`config.mk`:
```
export PLATFORM = sky130hd
export DESIGN_NAME = thermal_power_step_governor
export DESIGN_NICKNAME = d
export VERILOG_FILES = /design/src/tpsg_pkg.sv /design/src/tpsg_sense.sv /design/src/tpsg_ctrl.sv /design/src/thermal_power_step_governor.sv
export VERILOG_INCLUDE_DIRS = /design/src /design/src/src
export SDC_FILE = /design/constraint.sdc
export NUM_CORES = 1
export LEC_CHECK = 0
export BUFFER_PORTS_ARGS = -buffer_cell sky130_fd_sc_hd__clkbuf_2
export CELL_PAD_IN_SITES_DETAIL_PLACEMENT = 0
export CELL_PAD_IN_SITES_GLOBAL_PLACEMENT = 1
export CORE_AREA = 2 2 208 210
export DETAILED_ROUTE_END_ITERATION = 8
export DIE_AREA = 0 0 210 212
export PLACE_DENSITY = 0.75
export SLEW_MARGIN = 20
export SYNTH_ARGS = -nofsm -noshare
export SYNTH_HDL_FRONTEND = slang
export SYNTH_SLANG_ARGS = --single-unit
```
`constraint.sdc`:
```
create_clock -name clk -period 7.3 [get_ports clk]
set_clock_uncertainty 0.2 [all_clocks]
set_input_delay 0.365 -clock clk [delete_from_list [all_inputs] [get_ports clk]]
set_output_delay 0.365 -clock clk [all_outputs]
set_load 0.01 [all_outputs]
```
`src/thermal_power_step_governor_macros.svh`:
```
// Assertion macros shared by the thermal power step governor RTL.
`ifndef THERMAL_POWER_STEP_GOVERNOR_MACROS_SVH
`define THERMAL_POWER_STEP_GOVERNOR_MACROS_SVH

// Same-cycle implication, checked outside reset.
`define TPSG_ASSERT_NOW(lbl, clk, rstn, ante, cons) \
  lbl: assert property (@(posedge clk) disable iff (!rstn) (ante) |-> (cons)) \
    else $error("tpsg: same-cycle check failed");

// Next-cycle implication, checked outside reset.
`define TPSG_ASSERT_NEXT(lbl, clk, rstn, ante, cons) \
  lbl: assert property (@(posedge clk) disable iff (!rstn) (ante) |=> (cons)) \
    else $error("tpsg: next-cycle check failed");

`endif

```
`src/tpsg_pkg.sv`:
```
// Types and constants shared by the thermal power step governor modules.
`timescale 1ns / 1ps

package tpsg_pkg;

  localparam int TEMP_W  = 12;
  localparam int PWR_IN_W = 15;
  localparam int PWR_W   = 16;
  localparam int FREQ_W  = 12;
  localparam int FSTEP_W = 11;
  localparam int CUR_W   = 16;
  localparam int CFG_W   = 16;
  localparam int CFG_IDX_W = 3;

  // Configuration register indexes.
  localparam logic [CFG_IDX_W-1:0] CFG_MIN_CURRENT  = 3'd0;
  localparam logic [CFG_IDX_W-1:0] CFG_MAX_CURRENT  = 3'd1;
  localparam logic [CFG_IDX_W-1:0] CFG_CURRENT_STEP = 3'd2;
  localparam logic [CFG_IDX_W-1:0] CFG_FREQ_STEP    = 3'd3;
  localparam logic [CFG_IDX_W-1:0] CFG_TEMP_LIMIT   = 3'd4;
  localparam logic [CFG_IDX_W-1:0] CFG_POWER_LIMIT  = 3'd5;
  localparam logic [CFG_IDX_W-1:0] CFG_TEMP_HYST    = 3'd6;
  localparam logic [CFG_IDX_W-1:0] CFG_POWER_HYST   = 3'd7;

  // Reset values of the configuration registers.
  localparam logic [CUR_W-1:0]   RST_MIN_CURRENT  = 16'd300;
  localparam logic [CUR_W-1:0]   RST_MAX_CURRENT  = 16'd3000;
  localparam logic [CUR_W-1:0]   RST_CURRENT_STEP = 16'd100;
  localparam logic [FSTEP_W-1:0] RST_FREQ_STEP    = 11'd100;
  localparam logic [TEMP_W-1:0]  RST_TEMP_LIMIT   = 12'd1280;
  localparam logic [PWR_W-1:0]   RST_POWER_LIMIT  = 16'd1600;
  localparam logic [TEMP_W-1:0]  RST_TEMP_HYST    = 12'd32;
  localparam logic [PWR_W-1:0]   RST_POWER_HYST   = 16'd80;

  // Status codes.
  localparam logic [1:0] STAT_OK        = 2'd0;
  localparam logic [1:0] STAT_PWR_FAIL  = 2'd1;
  localparam logic [1:0] STAT_TEMP_FAIL = 2'd2;
  localparam logic [1:0] STAT_BOTH_FAIL = 2'd3;

  typedef struct packed {
    logic [CUR_W-1:0]   min_current_ma;
    logic [CUR_W-1:0]   max_current_ma;
    logic [CUR_W-1:0]   current_step_ma;
    logic [FSTEP_W-1:0] freq_step_mhz;
    logic [TEMP_W-1:0]  temp_limit;
    logic [PWR_W-1:0]   power_limit;
    logic [TEMP_W-1:0]  temp_hysteresis;
    logic [PWR_W-1:0]   power_hysteresis;
  } cfg_t;

  // Reduced sample: hottest core and total power.
  typedef struct packed {
    logic [TEMP_W-1:0] tmax;
    logic [PWR_W-1:0]  ptot;
  } sample_t;

endpackage

```
`src/tpsg_sense.sv`:
```
// Input stage: picks the hottest core, sums the powers and registers the sample.
`timescale 1ns / 1ps

module tpsg_sense #(
  parameter int CORES = 4
) (
  input  logic                            clk,
  input  logic                            rst_n,
  input  logic                            in_valid,
  input  logic                            in_stall,
  input  logic [tpsg_pkg::TEMP_W-1:0]     in_core_temp_0,
  input  logic [tpsg_pkg::TEMP_W-1:0]     in_core_temp_1,
  input  logic [tpsg_pkg::TEMP_W-1:0]     in_core_temp_2,
  input  logic [tpsg_pkg::TEMP_W-1:0]     in_core_temp_3,
  input  logic [tpsg_pkg::PWR_IN_W-1:0]   in_cpu_power,
  input  logic [tpsg_pkg::PWR_IN_W-1:0]   in_cooler_power,
  input  logic                            s_take,
  output logic                            s_valid,
  output tpsg_pkg::sample_t               s_sample
);

  logic [tpsg_pkg::TEMP_W-1:0] temps [4];
  tpsg_pkg::sample_t           sample_nxt;
  tpsg_pkg::sample_t           sample_r;
  logic                        valid_r;
  logic                        valid_nxt;
  logic                        accept;

  assign temps[0] = in_core_temp_0;
  assign temps[1] = in_core_temp_1;
  assign temps[2] = in_core_temp_2;
  assign temps[3] = in_core_temp_3;

  always_comb begin
    sample_nxt.tmax = temps[0];
    for (int k = 1; k < 4; k++) begin
      if (k < CORES && temps[k] > sample_nxt.tmax) begin
        sample_nxt.tmax = temps[k];
      end
    end
    sample_nxt.ptot = {1'b0, in_cpu_power} + {1'b0, in_cooler_power};
  end

  assign accept    = in_valid && !in_stall;
  assign valid_nxt = accept || (valid_r && !s_take);

  always_ff @(posedge clk) begin
    if (!rst_n) begin
      valid_r <= 1'b0;
    end else begin
      valid_r <= valid_nxt;
    end
    if (accept) begin
      sample_r <= sample_nxt;
    end
  end

  assign s_valid  = valid_r;
  assign s_sample = sample_r;

endmodule

```
`src/tpsg_ctrl.sv`:
```
// Decision stage: region compare, bounded steps, state update and result register.
`timescale 1ns / 1ps

`include "thermal_power_step_governor_macros.svh"

module tpsg_ctrl #(
  parameter int FREQ_MIN_MHZ = 1600,
  parameter int FREQ_MAX_MHZ = 2800
) (
  input  logic                          clk,
  input  logic                          rst_n,
  input  tpsg_pkg::cfg_t                cfg,
  input  logic                          s_valid,
  input  tpsg_pkg::sample_t             s_sample,
  output logic                          s_take,
  input  logic                          out_stall,
  output logic                          out_valid,
  output logic [tpsg_pkg::FREQ_W-1:0]   out_freq_mhz,
  output logic [tpsg_pkg::CUR_W-1:0]    out_current_ma,
  output logic                          out_freq_changed,
  output logic                          out_current_changed,
  output logic [1:0]                    out_status
);

  localparam logic signed [13:0] FMIN_S = 14'(FREQ_MIN_MHZ);
  localparam logic signed [13:0] FMAX_S = 14'(FREQ_MAX_MHZ);

  logic [tpsg_pkg::FREQ_W-1:0] freq_r, freq_nxt;
  logic [tpsg_pkg::CUR_W-1:0]  cur_r, cur_nxt;
  logic                        first_r, first_nxt;
  logic                        out_valid_r, out_valid_nxt;
  logic [tpsg_pkg::FREQ_W-1:0] out_freq_r;
  logic [tpsg_pkg::CUR_W-1:0]  out_cur_r;
  logic                        out_fchg_r, out_cchg_r;
  logic [1:0]                  out_status_r;

  logic signed [13:0] f_up, f_dn;
  logic signed [17:0] c_up, c_dn, cmin_s, cmax_s;
  logic signed [12:0] t_relax;
  logic signed [16:0] p_relax;
  logic [tpsg_pkg::CUR_W-1:0] cur_base;
  logic f_up_ok, f_dn_ok, c_up_ok, c_dn_ok;
  logic t_lt, t_gt, p_lt, p_gt, t_rel, p_rel;
  logic f_chg, c_chg, f_dir_up, c_dir_up, try_c;
  logic [1:0] status;

  always_comb begin
    f_up = $signed({2'b00, freq_r}) + $signed({3'b000, cfg.freq_step_mhz});
    f_dn = $signed({2'b00, freq_r}) - $signed({3'b000, cfg.freq_step_mhz});
    f_up_ok = (f_up >= FMIN_S) && (f_up <= FMAX_S);
    f_dn_ok = (f_dn >= FMIN_S) && (f_dn <= FMAX_S);

    // The first current decision starts from the configured minimum.
    cur_base = first_r ? cfg.min_current_ma : cur_r;
    cmin_s = $signed({2'b00, cfg.min_current_ma});
    cmax_s = $signed({2'b00, cfg.max_current_ma});
    c_up = $signed({2'b00, cur_base}) + $signed({2'b00, cfg.current_step_ma});
    c_dn = $signed({2'b00, cur_base}) - $signed({2'b00, cfg.current_step_ma});
    c_up_ok = (c_up >= cmin_s) && (c_up <= cmax_s);
    c_dn_ok = (c_dn >= cmin_s) && (c_dn <= cmax_s);

    t_lt = s_sample.tmax < cfg.temp_limit;
    t_gt = s_sample.tmax > cfg.temp_limit;
    p_lt = s_sample.ptot < cfg.power_limit;
    p_gt = s_sample.ptot > cfg.power_limit;
    // Relaxed thresholds may go negative, in which case nothing meets them.
    t_relax = $signed({1'b0, cfg.temp_limit}) - $signed({1'b0, cfg.temp_hysteresis});
    p_relax = $signed({1'b0, cfg.power_limit}) - $signed({1'b0, cfg.power_hysteresis});
    t_rel = $signed({1'b0, s_sample.tmax}) < t_relax;
    p_rel = $signed({1'b0, s_sample.ptot}) < p_relax;

    f_chg    = 1'b0;
    c_chg    = 1'b0;
    f_dir_up = 1'b0;
    c_dir_up = 1'b0;
    try_c    = 1'b0;
    status   = tpsg_pkg::STAT_OK;
    if (t_lt && p_lt) begin
      f_dir_up = 1'b1;
      f_chg    = t_rel && p_rel && f_up_ok;
      try_c    = t_rel && !f_chg;
      c_chg    = try_c && c_dn_ok;
    end else if (t_lt && p_gt) begin
      try_c = 1'b1;
      c_chg = c_dn_ok;
      f_chg = !c_chg && f_dn_ok;
      if (!c_chg && !f_chg) begin
        status = tpsg_pkg::STAT_PWR_FAIL;
      end
    end else if (t_gt && p_lt) begin
      c_dir_up = 1'b1;
      try_c    = p_rel;
      c_chg    = try_c && c_up_ok;
      f_chg    = !c_chg && f_dn_ok;
      if (!c_chg && !f_chg) begin
        status = tpsg_pkg::STAT_TEMP_FAIL;
      end
    end else if (t_gt && p_gt) begin
      f_chg = f_dn_ok;
      if (!f_chg) begin
        status = tpsg_pkg::STAT_BOTH_FAIL;
      end
    end

    if (f_chg) begin
      freq_nxt = f_dir_up ? f_up[11:0] : f_dn[11:0];
    end else begin
      freq_nxt = freq_r;
    end
    if (c_chg) begin
      cur_nxt = c_dir_up ? c_up[15:0] : c_dn[15:0];
    end else if (try_c) begin
      cur_nxt = cur_base;
    end else begin
      cur_nxt = cur_r;
    end
    first_nxt = first_r && !try_c;
  end

  // The state loop is registered, so a sample may enter each cycle unless stalled.
  assign s_take        = s_valid && !(out_valid_r && out_stall);
  assign out_valid_nxt = s_take || (out_valid_r && out_stall);

  always_ff @(posedge clk) begin
    if (!rst_n) begin
      freq_r      <= 12'(FREQ_MIN_MHZ);
      cur_r       <= '0;
      first_r     <= 1'b1;
      out_valid_r <= 1'b0;
    end else begin
      out_valid_r <= out_valid_nxt;
      if (s_take) begin
        freq_r  <= freq_nxt;
        cur_r   <= cur_nxt;
        first_r <= first_nxt;
      end
    end
    if (s_take) begin
      out_freq_r   <= freq_nxt;
      out_cur_r    <= cur_nxt;
      out_fchg_r   <= f_chg;
      out_cchg_r   <= c_chg;
      out_status_r <= status;
    end
  end

  assign out_valid           = out_valid_r;
  assign out_freq_mhz        = out_freq_r;
  assign out_current_ma      = out_cur_r;
  assign out_freq_changed    = out_fchg_r;
  assign out_current_changed = out_cchg_r;
  assign out_status          = out_status_r;

  `TPSG_ASSERT_NOW(a_one_step, clk, rst_n, out_valid_r, !(out_fchg_r && out_cchg_r))
  `TPSG_ASSERT_NOW(a_step_ok, clk, rst_n, out_valid_r && (out_fchg_r || out_cchg_r), out_status_r == tpsg_pkg::STAT_OK)
  `TPSG_ASSERT_NEXT(a_first_once, clk, rst_n, !first_r, !first_r)

endmodule

```
`src/thermal_power_step_governor.sv`:
```
// Top level of the thermal power step governor: configuration registers and stages.
`timescale 1ns / 1ps

`include "thermal_power_step_governor_macros.svh"

// Each request carries up to four core temperatures and two power readings and
// yields one registered result; a new request is taken every cycle unless the
// output stalls. The first stage reduces the sample to the hottest core and the
// total power, the second stage compares against the limits, steps frequency or
// cooler current within their bounds and updates both in the same cycle, which sets
// that rate. Status 0: ok, 1 power, 2 temperature, 3 both constraints failed. The
// user writes configuration by cfg_we/cfg_idx/cfg_wdata only while idle, unchecked.
module thermal_power_step_governor #(
  parameter int CORES        = 4,
  parameter int FREQ_MIN_MHZ = 1600,
  parameter int FREQ_MAX_MHZ = 2800
) (
  input  logic                               clk,
  input  logic                               rst_n,
  input  logic                               cfg_we,
  input  logic [tpsg_pkg::CFG_IDX_W-1:0]     cfg_idx,
  input  logic [tpsg_pkg::CFG_W-1:0]         cfg_wdata,
  input  logic                               in_valid,
  output logic                               in_stall,
  input  logic [tpsg_pkg::TEMP_W-1:0]        in_core_temp_0,
  input  logic [tpsg_pkg::TEMP_W-1:0]        in_core_temp_1,
  input  logic [tpsg_pkg::TEMP_W-1:0]        in_core_temp_2,
  input  logic [tpsg_pkg::TEMP_W-1:0]        in_core_temp_3,
  input  logic [tpsg_pkg::PWR_IN_W-1:0]      in_cpu_power,
  input  logic [tpsg_pkg::PWR_IN_W-1:0]      in_cooler_power,
  output logic                               out_valid,
  input  logic                               out_stall,
  output logic [tpsg_pkg::FREQ_W-1:0]        out_freq_mhz,
  output logic [tpsg_pkg::CUR_W-1:0]         out_current_ma,
  output logic                               out_freq_changed,
  output logic                               out_current_changed,
  output logic [1:0]                         out_status
);

  tpsg_pkg::cfg_t    cfg_r;
  tpsg_pkg::sample_t s_sample;
  logic              s_valid;
  logic              s_take;

  always_ff @(posedge clk) begin
    if (!rst_n) begin
      cfg_r.min_current_ma   <= tpsg_pkg::RST_MIN_CURRENT;
      cfg_r.max_current_ma   <= tpsg_pkg::RST_MAX_CURRENT;
      cfg_r.current_step_ma  <= tpsg_pkg::RST_CURRENT_STEP;
      cfg_r.freq_step_mhz    <= tpsg_pkg::RST_FREQ_STEP;
      cfg_r.temp_limit       <= tpsg_pkg::RST_TEMP_LIMIT;
      cfg_r.power_limit      <= tpsg_pkg::RST_POWER_LIMIT;
      cfg_r.temp_hysteresis  <= tpsg_pkg::RST_TEMP_HYST;
      cfg_r.power_hysteresis <= tpsg_pkg::RST_POWER_HYST;
    end else if (cfg_we) begin
      unique case (cfg_idx)
        tpsg_pkg::CFG_MIN_CURRENT:  cfg_r.min_current_ma   <= cfg_wdata;
        tpsg_pkg::CFG_MAX_CURRENT:  cfg_r.max_current_ma   <= cfg_wdata;
        tpsg_pkg::CFG_CURRENT_STEP: cfg_r.current_step_ma  <= cfg_wdata;
        tpsg_pkg::CFG_FREQ_STEP:    cfg_r.freq_step_mhz    <= cfg_wdata[tpsg_pkg::FSTEP_W-1:0];
        tpsg_pkg::CFG_TEMP_LIMIT:   cfg_r.temp_limit       <= cfg_wdata[tpsg_pkg::TEMP_W-1:0];
        tpsg_pkg::CFG_POWER_LIMIT:  cfg_r.power_limit      <= cfg_wdata;
        tpsg_pkg::CFG_TEMP_HYST:    cfg_r.temp_hysteresis  <= cfg_wdata[tpsg_pkg::TEMP_W-1:0];
        tpsg_pkg::CFG_POWER_HYST:   cfg_r.power_hysteresis <= cfg_wdata;
        default: ;
      endcase
    end
  end

  // The input register stalls only when it is full and the result cannot move.
  assign in_stall = s_valid && !s_take;

  tpsg_sense #(
    .CORES(CORES)
  ) u_sense (
    .clk             (clk),
    .rst_n           (rst_n),
    .in_valid        (in_valid),
    .in_stall        (in_stall),
    .in_core_temp_0  (in_core_temp_0),
    .in_core_temp_1  (in_core_temp_1),
    .in_core_temp_2  (in_core_temp_2),
    .in_core_temp_3  (in_core_temp_3),
    .in_cpu_power    (in_cpu_power),
    .in_cooler_power (in_cooler_power),
    .s_take          (s_take),
    .s_valid         (s_valid),
    .s_sample        (s_sample)
  );

  tpsg_ctrl #(
    .FREQ_MIN_MHZ(FREQ_MIN_MHZ),
    .FREQ_MAX_MHZ(FREQ_MAX_MHZ)
  ) u_ctrl (
    .clk                 (clk),
    .rst_n               (rst_n),
    .cfg                 (cfg_r),
    .s_valid             (s_valid),
    .s_sample            (s_sample),
    .s_take              (s_take),
    .out_stall           (out_stall),
    .out_valid           (out_valid),
    .out_freq_mhz        (out_freq_mhz),
    .out_current_ma      (out_current_ma),
    .out_freq_changed    (out_freq_changed),
    .out_current_changed (out_current_changed),
    .out_status          (out_status)
  );

  `TPSG_ASSERT_NOW(a_stall_cause, clk, rst_n, in_stall, s_valid && out_valid && out_stall)

endmodule
```
## After elaboration in Yosys (flattened, before gate mapping)

Index checks and enable logic that the tools add are counted.

- Register bits after elaboration: 206
- Memory bits (read-only): 0
- Memories kept: 0
- RAM bits: 0
- Latch bits: 0
- Input port bits: 102

- Mux-type cells: 29
- $add $sub $neg: 7
- Shift operators: 0
- $mul: 0
- Reduce and logical (&&, ||, !) cells: 42
- Divide/modulo/power cells: 0
- Order comparisons: 17
- Equality and inequality tests: 7
- Bitwise operators: 0

Operator list:

| kind | number |
|---|---|
| 16-bit two-way mux | 4 |
| 12-bit two-way mux | 5 |
| 12-bit > comparator | 4 |
| 18-bit by 17-bit >= comparator with 1-bit output | 2 |
| 18-bit by 17-bit <= comparator with 1-bit output | 2 |
| 16-bit by 16-bit subtractor with 17-bit output | 2 |
| 14-bit by 12-bit >= comparator with 1-bit output (second input constant) | 2 |
| 14-bit by 13-bit <= comparator with 1-bit output (second input constant) | 2 |
| 1-bit logical AND | 22 |
| 16-bit by 16-bit adder with 17-bit output | 1 |
| 17-bit less-than comparator | 1 |
| 15-bit by 15-bit adder with 16-bit output | 1 |
| 16-bit > comparator | 1 |
| 16-bit less-than comparator | 1 |
| 2-bit AND reduction | 8 |
| 1-bit two-way mux | 15 |
| 12-bit by 11-bit adder with 13-bit output | 1 |
| 13-bit less-than comparator | 1 |
| 12-bit by 11-bit subtractor with 13-bit output | 1 |
| 12-bit by 12-bit subtractor with 13-bit output | 1 |
| 3-bit equality test (second input constant) | 4 |
| 12-bit less-than comparator | 1 |
| 2-bit two-way mux | 5 |
| 1-bit zero test | 9 |
| other kinds (4) | 6 |

## Depth between registers and ports, before layout

Gate-level depths: netlist (run 1).

- Depth in word-level cells: 12
- Depth in mapped cells: 32
- Depth with buffers taken out: 30

## Hierarchy

From an unflattened synthesis (run 1), not the netlist that was laid out.

- Cell total of the unflattened synthesis: 1979
- Area, all modules: 17629.4 µm²

By module, submodules not included:

| module | times used | area each (µm²) | seq. area each (µm²) | cells an instance |
|---|---|---|---|---|
| tpsg_ctrl | 1 | 10095.9 | 1561.5 | 1216 |
| thermal_power_step_governor | 1 | 4339.2 | 2302.2 | 413 |
| tpsg_sense | 1 | 3194.3 | 860.8 | 350 |

## Worst setup path before layout (run 1)

Ideal clock, no wire load.

- Kind: flip-flop to flip-flop
- Start point: register u_ctrl.first_r
- End point: register u_ctrl.out_freq_r, in the netlist u_ctrl.out_freq_mhz[1] (data pin)
- Data required time: 6838 ps
- Arrival: 5839 ps
- Buffers on the path: 4
- Path slack: 998 ps
- Cell stages (with the launch flop): 24
- Period minus slack after synthesis: 6302 ps
- Cell sequence: dfxtp_1 clkbuf_1 buf_1 mux2_2 ha_1 clkbuf_1 nor2b_1 o21ai_0 o41ai_1 o41ai_1 o41ai_1 o41ai_1 xnor2_1 ha_1 and3_1 nand4_1 or4_1 a221oi_1 and3_1 a21o_1 a21oi_1 nor2_2 buf_2 mux2_1

- Word-level cells in the longest chain between the ends: 11
- Elaborated cells between the ends (all ways): 18

Ends and longest elaborated chain:

| element | RTL line | RTL |
|---|---|---|
| start, declared | tpsg_ctrl.sv:30 | `logic first_r, first_nxt;` |
| start signal, assigned | tpsg_ctrl.sv:135 | `first_r <= first_nxt;` |
| 16-bit two-way mux * | tpsg_ctrl.sv:54 | `cur_base = first_r ? cfg.min_current_ma : cur_r;` |
| 16-bit by 16-bit adder with 17-bit output | tpsg_ctrl.sv:57 | `c_up = $signed({2'b00, cur_base}) + $signed({2'b00, cfg.current_step_ma});` |
| 18-bit by 17-bit >= comparator with 1-bit output / 18-bit by 17-bit <= comparator with 1-bit output (equally long branches) | tpsg_ctrl.sv:59 | `c_up_ok = (c_up >= cmin_s) && (c_up <= cmax_s);` |
| 1-bit logical AND | tpsg_ctrl.sv:59 |  |
| 1-bit logical AND | tpsg_ctrl.sv:93 | `c_chg = try_c && c_up_ok;` |
| 1-bit zero test | tpsg_ctrl.sv:94 | `f_chg = !c_chg && f_dn_ok;` |
| 1-bit logical AND | tpsg_ctrl.sv:94 |  |
| 1-bit two-way mux | tpsg_ctrl.sv:90 | `end else if (t_gt && p_lt) begin` |
| 1-bit two-way mux * | tpsg_ctrl.sv:83 | `end else if (t_lt && p_gt) begin` |
| 1-bit two-way mux * | tpsg_ctrl.sv:78 | `if (t_lt && p_lt) begin` |
| 12-bit two-way mux * | tpsg_ctrl.sv:105 | `if (f_chg) begin` |
| via u_ctrl.freq_nxt (one bit) | tpsg_ctrl.sv:28 | `logic [tpsg_pkg::FREQ_W-1:0] freq_r, freq_nxt;` |
| end signal, assigned | tpsg_ctrl.sv:139 | `out_freq_r <= freq_nxt;` |
| end, declared | tpsg_ctrl.sv:32 | `logic [tpsg_pkg::FREQ_W-1:0] out_freq_r;` |

The timed path passes the listed nets; every way through them passes the cells marked *.
A chain may end at the register's enable or synchronous reset.

## Worst setup path after layout (run 1)

- Start point: register u_ctrl.first_r
- End point: register u_ctrl.out_freq_r, in the netlist u_ctrl.out_freq_mhz[8] (data pin)

The elaborated chain is that of the path after synthesis.

==> reports/metrics.yaml, run 1 <==
outcome:
  status: "finished clean"
synth:
  synth_seq_area_share_pct: 28.4
  synth-async-reset-ratio_pct: 0
  syn-instance-count: 2008
  synth.avg_cell_area_um2: 8.29
  ys_warn_count: 0
  ys_types: 79
  ys_seq_elements: 206
  netlist_area_um2: 16700
  synth-edff-count: 60
  syn-num-nets: 2368
  synth_ff_type: "dfxtp_1"
timing:
  fin_tns_setup_ps: 0
  rsz0062_at_grt: "no"
  maxSlewViolCount: 0
  fin_crit_sh_pct: 92.7
  setup_viol: 0
  hold_ws_ps: 40.1
  final_hold_viol_count: 0
  timing.slew.headroom_pct: 28.1
  tightest_slew_ps: 1080
  min_period_ps: 6770
  max_freq_ghz: 0.148
pwr:
  ir_worst_vdd_uv: 168
  power.leakage_nw: 8.29
  power.density_nw_per_um2: 217
  power_mw: 4.13
critical_path:
  worstPathArrival_ps: 6870
  rr_endpoint: "u_ctrl.out_freq_mhz[8]"
  cp-start-kind: "register"
  end_kind: "register"
  r2r_start: "u_ctrl.first_r"
  critical_path_class: "register to register"
  crit_required_ps: 7400
  regToRegSetupSlack_ps: 530
  r2r_cells: 21
  crit_fanout: 13
clock_tree:
  clockBufferDepth: 3
  cts_buffers: 26
  cts-htree-levels: 1
  cts_tree: "built"
  post_cts_resized: 0
  cts_root_buf: "clkbuf_16"
  path_clk_slew_ps: 60
  cts_setup_buffers: 0
  clock_sinks: 206
  cts_hold_buf: 24
  insertion_delay_ps: 560
hold_path:
  min_to: "cfg_r[53]"
  min-delay-start: "cfg_wdata[9]"
  hp-class: "input pin to register"
  whs_path_depth: 3
job:
  cap_violations: 0
final_layout:
  layout-drive-gt1-share_pct: 11.8
  final_common_cell: "nand2_1"
  fill_cells: 4129
  nNetsFinal: 2501
  layout_common_cells: "nand2_1, ha_1, inv_1, a21oi_1, dfxtp_1"
  area_delta_synth_final_pct: 14.6
  final_util_pct: 44.9
detailed_routing:
  num_vias: 14700
  first_pass_iters: 7
  avgRoutedWirePerCell_um: 17.9
  route.detailed.drc: 0
  ant_nets: 0
  viasPerCell: 5.43
  drtIter0Drc: 1036
  drt_wl_total_um: 48500
floorplan:
  core-area_um2: 42500
  die_y_um: 212
  pin_count: 136
  die_area_um2: 44500
  initial_core_util_pct: 39.2
  dieWidth_um: 210
  placementRows: 76
global_routing:
  track_usage_pct: 21.8
  grt_pass1_vias: 14200
  grt_pass1_wl_um: 76900
  grt_max_degree: 88
  antenna_found_initial: 5
  overflow: 0
placed_design:
  place_hpwl_um: 37900
  gp_congestion: 0.922
  io_buffers: 135
==> cell type report <==
type / instances / area, µm² / share of cell area, %
Sequential cell: 206 / 4720 / 24.8
Antenna cell: 1 / 2.50 / 0.0131
Tap cell: 546 / 683 / 3.58
Timing Repair Buffer: 179 / 1070 / 5.59
Inverter: 203 / 762 / 3.99
Clock inverter: 14 / 229 / 1.20
Multi-Input combinational cell: 1525 / 10900 / 56.9
Clock buffer: 34 / 752 / 3.94
==> per-stage QoR <==
stage	instance area, µm²	instances	worst slack (ps)
2_1_floorplan	16700	2008	998
3_3_place_gp	17900	2635	790
3_5_place_dp	17900	2635	640
4_1_cts	19100	2707	611
5_1_grt	19100	2707	43.9
6_report	19100	2708	534
==> worst max-delay path by stage <==
| stage | start | end | slack, ps |
|---|---|---|---|
| 2_1_floorplan | u_ctrl.first_r | u_ctrl.out_freq_mhz[1] | 1000 |
| 3_3_place_gp | u_ctrl.first_r | u_ctrl.out_freq_mhz[8] | 790 |
| 3_5_place_dp | u_ctrl.first_r | u_ctrl.out_freq_mhz[8] | 640 |
| 4_1_cts | u_ctrl.first_r | u_ctrl.out_freq_mhz[8] | 610 |
| 5_1_grt | u_ctrl.first_r | u_ctrl.out_current_ma[14] | 40 |
| 6_report | u_ctrl.first_r | u_ctrl.out_freq_mhz[8] | 530 |
==> cells by family after synthesis <==
group,Yosys count,share of synthesized area [%]
XOR/XNOR,71,3.73
buffers and inverters,277,6.48
flip-flops,206,28.4
AO/OA/AOI/OAI,503,19.3
adder cells (fa/ha/maj),258,19.7
multiplexers,99,6.27
AND/OR/NAND/NOR,594,16.1
==> registers in the layout, summed over array words and instances (netlist names) <==
name	flops
cfg_r	115
u_sense.s_sample	28
u_ctrl.cur_r	16
u_ctrl.out_current_ma	16
u_ctrl.freq_r	12
u_ctrl.out_freq_mhz	12
u_ctrl.out_status	2
u_ctrl.first_r	1
u_ctrl.out_current_changed	1
u_ctrl.out_freq_changed	1
u_ctrl.out_valid	1
u_sense.s_valid	1
==> cells in the mapped netlist (9+ instances only) <==
| cell type | n | share of area, % |
|---|---|---|
| o21ai_1 | 14 | 0.42 |
| a221oi_1 | 9 | 0.47 |
| a211oi_1 | 21 | 0.95 |
| a31oi_1 | 12 | 0.45 |
| xnor2_1 | 53 | 2.8 |
| a21oi_1 | 185 | 5.6 |
| ha_1 | 251 | 19 |
| xor2_1 | 18 | 0.95 |
| nor2_1 | 93 | 2.1 |
| mux2_2 | 33 | 2.2 |
| o21bai_1 | 12 | 0.54 |
| clkbuf_1 | 53 | 1.2 |
| o211ai_1 | 40 | 1.8 |
| o21ai_0 | 75 | 2.3 |
| mux2_1 | 9 | 0.61 |
| inv_1 | 199 | 4.5 |
| dfxtp_1 | 146 | 18 |
| a32oi_1 | 9 | 0.47 |
| nand2b_1 | 28 | 1.1 |
| clkbuf_2 | 11 | 0.33 |
| nor2b_1 | 28 | 1.1 |
| nand2_1 | 292 | 6.6 |
| nand3_1 | 45 | 1.4 |
| o31ai_1 | 10 | 0.45 |
| edfxtp_1 | 60 | 11 |
| a21o_1 | 37 | 1.7 |
| mux2i_1 | 57 | 3.4 |
| o21a_1 | 12 | 0.54 |
| and3_1 | 11 | 0.41 |
| nand4_1 | 28 | 1.1 |
| nor3_1 | 33 | 0.99 |
==> layer usage <==
metal	global-route usage [%]	wire length [µm]	share of wire, %
met2	36.3	21900	45
met3	3.63	2830	5.8
met4	5.48	1250	2.6
met1	29.3	22400	46
met5	0	57	0.12
==> worst max-delay path, cell delays in order, from the launching register on <==
cell      delay, ps
dfxtp_1         430
buf_4           260
mux2_2          430
ha_1            310
nor2b_1         150
o31a_1          260
o31ai_1         590
a31oi_1         300
nand4_1         170
nand4b_1        150
a21oi_1         220
xnor2_1         310
ha_1            370
nand4_1         100
nor2_1           70
a221o_1         320
a221oi_1        680
a211o_1         270
a21oi_1         180
nor2_2          170
buf_4           210
mux2_1          340
==> where the power goes <==
group | total, mW | internal [mW] | switching (mW)
sequential | 1.33 | 1.28 | 0.0510
combinational | 1.35 | 0.552 | 0.803
clock | 1.45 | 0.907 | 0.544
total | 4.13 | 2.73 | 1.40
Note: power is estimated with default switching activity, not from simulation.
==> inputs of run 2 (changes only) <==
--- a/config.mk
+++ b/config.mk
@@ -12,7 +12,7 @@
 export CORE_AREA = 2 2 208 210
 export DETAILED_ROUTE_END_ITERATION = 8
 export DIE_AREA = 0 0 210 212
-export PLACE_DENSITY = 0.75
+export PLACE_DENSITY = 0.78
 export SLEW_MARGIN = 20
 export SYNTH_ARGS = -nofsm -noshare
 export SYNTH_HDL_FRONTEND = slang
==> constraint.sdc (replaced) <==
create_clock -name clk -period 6.15 [get_ports clk]
set_clock_uncertainty 0.2 [all_clocks]
set_input_delay 0.3075 -clock clk [delete_from_list [all_inputs] [get_ports clk]]
set_output_delay 0.3075 -clock clk [all_outputs]
set_load 0.01 [all_outputs]
==> reports/metrics.yaml, run 2 (same netlist as run 1, synthesis figures left out) <==
outcome:
  status: "finished clean"
final_layout:
  final_common_cell: "nand2_1"
  layout_common_cells: "nand2_1, ha_1, inv_1, a21oi_1, dfxtp_1"
  stdcell_count: 2750
  area_delta_synth_final_pct: 16.8
  layout-drive-gt1-share_pct: 13.5
  largest_reg_flops: 115
  fill_cells: 4128
  top_register: "cfg_r"
  seqCellArea_um2: 4720
  nNetsFinal: 2544
  multiInputGateArea_um2: 11000
critical_path:
  critical_path_class: "register to register"
  end_kind: "register"
  crit_family: "compound AO/OA/AOI/OAI gates"
  crit_chain: "buf_4 -> buf_6 -> mux2_2 -> ha_4 -> inv_1 -> o21ai_1 -> o41ai_4 -> o41ai_4 -> o41ai_2 -> o41ai_1 -> xnor2_1 -> ha_1 -> and3_1 -> nand4_1 -> or4_1 -> a221oi_1 -> and3_2 -> nand2_2 -> o221a_4 -> inv_2 -> buf_12 -> mux2i_1"
  cp_slowest_stage_delay_ps: 520
  worst_path_most_repeated_cell: "o41ai_4"
  cp-start-kind: "register"
  critPathSlowestCell: "or4_1"
  crit_buf_inv: 5
  crit_required_ps: 6330
  worstPathArrival_ps: 6100
  crit_fanout: 29
detailed_routing:
  first_pass_iters: 5
  drt_wl_total_um: 48900
  avgRoutedWirePerCell_um: 17.8
  drtIter0Drc: 1002
  route.detailed.drc: 0
  viasPerCell: 5.43
  num_vias: 14900
  ant_nets: 0
timing:
  tightest_slew_ps: 1060
  fin_crit_sh_pct: 96.3
  min_period_ps: 5920
  setup_viol: 0
  timing.slew.headroom_pct: 29.4
  max_freq_ghz: 0.169
  hold_ws_ps: 5.55
  final_hold_viol_count: 0
  maxSlewViolCount: 0
clock_tree:
  clock_sinks: 206
  insertion_delay_ps: 560
  cts_buffers: 25
  cts_root_buf: "clkbuf_16"
  clockBufferDepth: 3
  cts_tree: "built"
  cts-htree-levels: 1
  path_clk_slew_ps: 60
floorplan:
  core-area_um2: 42500
  pin_count: 136
  dieWidth_um: 210
  die_y_um: 212
  die_area_um2: 44500
  initial_core_util_pct: 39.2
  placementRows: 76
global_routing:
  grt_pass1_vias: 14300
  overflow: 0
  grt_pass1_wl_um: 76700
  track_usage_pct: 21.7
  antenna_found_initial: 5
  grt_max_degree: 59
hold_path:
  hp-class: "input pin to register"
placed_design:
  dp_cells: 2658
  io_buffers: 135
  gp_congestion: 0.893
  place_hpwl_um: 38100
pwr:
  ir_worst_vdd_uv: 200
  power.density_nw_per_um2: 245
  power.leakage_nw: 8.49
job:
  cap_violations: 0
-- run 2: path summary, 6_finish.rpt --
kind	from	end	slack (ps)	cells past startpoint
setup reg to reg	u_ctrl.first_r	u_ctrl.out_current_ma[3]	230	22
hold reg to reg	cfg_r[98]	cfg_r[98]	250	2
hold / removal	cfg_wdata[8]	cfg_r[75]	6	3
setup / recovery	u_ctrl.first_r	u_ctrl.out_current_ma[3]	230	22
-- run 2: per-stage QoR --
stage | setup slack [ps] | area (µm²) | TNS [ps] | util [%] | total power [mW]
finish | 229 | 19400 | 0 | 45.8 | 4.77
global route | -12.6 | 19400 | -17.3 | 45.7 | 5.06
CTS | 54.4 | 19300 | 0 | 45.3 | 4.75
detailed placement | -289 | 18100 | -5840 | 42.5 | 3.24
global placement | -133 | 18100 | -1550 | 42.5 | 3.21
floorplan | 15.0 | 16700 | 0 | - | 2.73
-- run 2: report_power, final --
group	internal (mW)	switching (mW)
clock network	0.844	0.618
registers	1.51	0.0583
logic	0.745	0.991
total	3.10	1.67
-- run 2: layout make-up --
type / count / share of cell area, %
Antenna cell: 2 / 0.0257
Inverter: 203 / 3.92
Tap cell: 546 / 3.51
Clock buffer: 35 / 3.62
Timing Repair Buffer: 223 / 7.49
Clock inverter: 10 / 0.502
Multi-Input combinational cell: 1525 / 56.6
Sequential cell: 206 / 24.3
-- run 2: repair_timing --
item / 4_1_cts / 5_1_grt
gates resized for setup: 5 / 25
setup buffers: 0 / 8
pin swaps: 0 / 7
setup endpoints to repair: 39 / 67
endpoints found under the hold margin: 84 / 0
hold buffers: 37 / 0
gates cloned: 0 / 0
-- run 2: worst register-to-register path, stage by stage (launching register included) --
cell,delay (ps)
dfxtp_1,330
buf_4,160
buf_6,170
mux2_2,410
ha_4,340
inv_1,80
o21ai_1,150
o41ai_4,160
o41ai_4,400
o41ai_2,130
o41ai_1,430
xnor2_1,170
ha_1,320
and3_1,170
nand4_1,130
or4_1,520
a221oi_1,230
and3_2,270
nand2_2,110
o221a_4,370
inv_2,90
buf_12,190
mux2i_1,240
-- run 2: metal layers --
layer | share of wire, % | up-vias | track usage [%]
met5 | 0.090 | - | 0
met4 | 2.2 | 6 | 5.31
met3 | 5.9 | 72 | 3.13
met2 | 46 | 395 | 36.1
met1 | 46 | 6983 | 29.8
li1 | - | 7478 | -
==> inputs of run 3 (changes only) <==
--- a/config.mk
+++ b/config.mk
@@ -6,13 +6,14 @@
 export SDC_FILE = /design/constraint.sdc
 export NUM_CORES = 1
 export LEC_CHECK = 0
+export ABC_AREA = 1
 export BUFFER_PORTS_ARGS = -buffer_cell sky130_fd_sc_hd__clkbuf_2
 export CELL_PAD_IN_SITES_DETAIL_PLACEMENT = 0
 export CELL_PAD_IN_SITES_GLOBAL_PLACEMENT = 1
-export CORE_AREA = 2 2 208 210
+export CORE_AREA = 2 2 210 212
 export DETAILED_ROUTE_END_ITERATION = 8
-export DIE_AREA = 0 0 210 212
-export PLACE_DENSITY = 0.78
+export DIE_AREA = 0 0 212 214
+export PLACE_DENSITY = 0.8
 export SLEW_MARGIN = 20
 export SYNTH_ARGS = -nofsm -noshare
 export SYNTH_HDL_FRONTEND = slang
==> reports/metrics.yaml, run 3 <==
global_routing:
  overflow: 0
  track_usage_pct: 21.0
  use_met2_pct: 34.9
  met1_usage_pct: 29.4
  use_met3_pct: 2.07
  grt_max_degree: 94
  antenna_found_initial: 0
  grt.busiest_layer: "met2"
  grt_pass1_vias: 14900
  grt_pass1_wl_um: 77000
synth:
  ys_seq_elements: 206
  synth_ff_type: "dfxtp_1"
  synthTopCellsByCount: "nand2_1, inv_1, ha_1"
  synth_area_leader_cell: "ha_1"
  syn-instance-count: 2337
  synth_top_area_share_pct: 18.4
  ys_warn_count: 0
  synth_seq_area_share_pct: 27.7
  synth-async-reset-ratio_pct: 0
  synth-edff-count: 60
  netlist_area_um2: 17000
  ys_types: 57
  synth.avg_cell_area_um2: 7.29
  syn-num-nets: 2697
  synth_area_leaders: "ha_1, dfxtp_1, nand2_1, edfxtp_1, inv_1"
  yosysMostFrequentCell: "nand2_1"
floorplan:
  die_area_um2: 45400
  core-area_um2: 42900
  initial_core_util_pct: 39.7
  pin_count: 136
  placementRows: 76
  dieWidth_um: 212
  die_y_um: 214
placed_design:
  io_buffers: 135
  place_area_um2: 18200
  gp_congestion: 0.921
  dp_cells: 3004
  preCtsSetupSlack_ps: 827
  place_hpwl_um: 37400
critical_path:
  crit_required_ps: 6450
  cp_slowest_stage_delay_ps: 510
  startpoint: "u_ctrl.first_r"
  end_kind: "register"
  cp-start-kind: "register"
  worstPathArrival_ps: 5580
  critPathSlowestCell: "dfxtp_1"
  crit_fanout: 21
  critical_path_class: "register to register"
  r2r_start: "u_ctrl.first_r"
  worst_path_most_repeated_cell: "nand2_1"
final_layout:
  final_common_cell: "nand2_1"
  top_register: "cfg_r"
  fill_cells: 4416
  area_delta_synth_final_pct: 13.5
  fin_area_um2: 19300
  largest_reg_flops: 115
  seqCellArea_um2: 4720
  antenna_cells: 0
  layout-drive-gt1-share_pct: 11.6
  stdcell_count: 3076
  layout_common_cells: "nand2_1, inv_1, ha_1, a21oi_1, o21ai_0"
  multiInputGateArea_um2: 10600
  nNetsFinal: 2831
detailed_routing:
  ant_nets: 0
  num_vias: 15500
  drtIter0Drc: 863
  viasPerCell: 5.05
  drt_wl_total_um: 47500
  route.detailed.drc: 0
  avgRoutedWirePerCell_um: 15.4
  first_pass_iters: 5
clock_tree:
  cts_root_buf: "clkbuf_16"
  clock_sinks: 206
  path_clk_slew_ps: 60
  cts_tree: "built"
  cts-htree-levels: 1
  cts_buffers: 26
  post_cts_resized: 0
  clockBufferDepth: 3
  insertion_delay_ps: 560
timing:
  min_period_ps: 5280
  fin_crit_sh_pct: 85.9
  timing.final.ws_setup_ps: 867
  maxSlewViolCount: 0
  max_freq_ghz: 0.189
  hold_ws_ps: 15.6
  rsz0062_at_grt: "no"
  fin_tns_setup_ps: 0
  final_hold_viol_count: 0
  setup_viol: 0
  timing.slew.headroom_pct: 35.3
  tightest_slew_ps: 964
pwr:
  ir_worst_vdd_uv: 218
  power.leakage_nw: 9.64
  power.density_nw_per_um2: 289
hold_path:
  hp-class: "input pin to register"
  min-delay-start: "cfg_wdata[11]"
outcome:
  status: "finished clean"
job:
  cap_violations: 0
run 3: changes by cell type after synthesis, sizes merged, moves of 56 or more:
| cell | previous run | this run |
|---|---|---|
| nand2 | 293 | 510 |
| inv | 202 | 354 |
| o21ai | 89 | 204 |
| nand3 | 45 | 133 |
| a21oi | 187 | 250 |
| mux2i | 57 | 1 |
run 3: worst max-delay path, delay by kind of cell (launching register included):
kind,cells,cell delay (ps)
simple gates,17,1780
compound gates,4,850
buf+inv,5,770
fa+ha+maj,2,770
flops,1,510
xor+xnor,1,310
run 3: area by class of cell:
cell class              instances  area share, %
flip-flops and latches        206           24.4
clock inverters                10          0.459
multi-input cells            1707           54.9
inverters                     356           6.94
clock buffers                  38           4.18
well taps                     585           3.78
repair buffers                174           5.32
run 3: cells by family (layout without fill, tap and decap cells):
kind of cell | count (synthesis) | count (layout) | synth area share, %
AOI/OAI and AO/OA | 531 | 531 | 17.2
xor gates and xnor gates | 70 | 70 | 3.60
adders and majority gates | 258 | 258 | 19.3
and+or+nand+nor | 847 | 847 | 22.2
DFF | 206 | 206 | 27.7
muxes | 1 | 1 | 0.0588
buffers and inverters | 424 | 578 | 9.98
run 3: metrics by stage:
stage,total power [mW],util (%)
after floorplan,3.39,-
after global placement,3.97,42.4
after detailed placement,4.01,42.4
after CTS,5.64,45.1
after global routing,6.03,45.1
final,5.59,45.1
run 3: worst paths after layout:
path,slack [ps],depth (start not counted),end
hold reg to reg,260,2,cfg_r[11]
setup reg to reg,870,29,u_ctrl.cur_r[10]
hold / removal,20,3,cfg_r[94]
setup / recovery,870,29,u_ctrl.cur_r[10]
run 3: per-layer routing:
layer | part of all wire, % | vias to the layer above | routed length [µm]
li1 | - | 8042 | -
met1 | 49 | 7110 | 23100
met2 | 45 | 350 | 21500
met3 | 4.5 | 47 | 2140
met4 | 1.6 | 0 | 750
met5 | 0 | - | 0
run 3: timing repair:
action | in CTS | in global routing
hold buffers | 24 | 0
buffers inserted | 0 | 0
hold endpoints to repair | 38 | 0
run 3: report_power, final:
part / switching (mW) / internal, mW
sequential: 0.0615 / 1.57
clock: 0.629 / 0.953
combinational: 1.54 / 0.829
total: 2.24 / 3.35
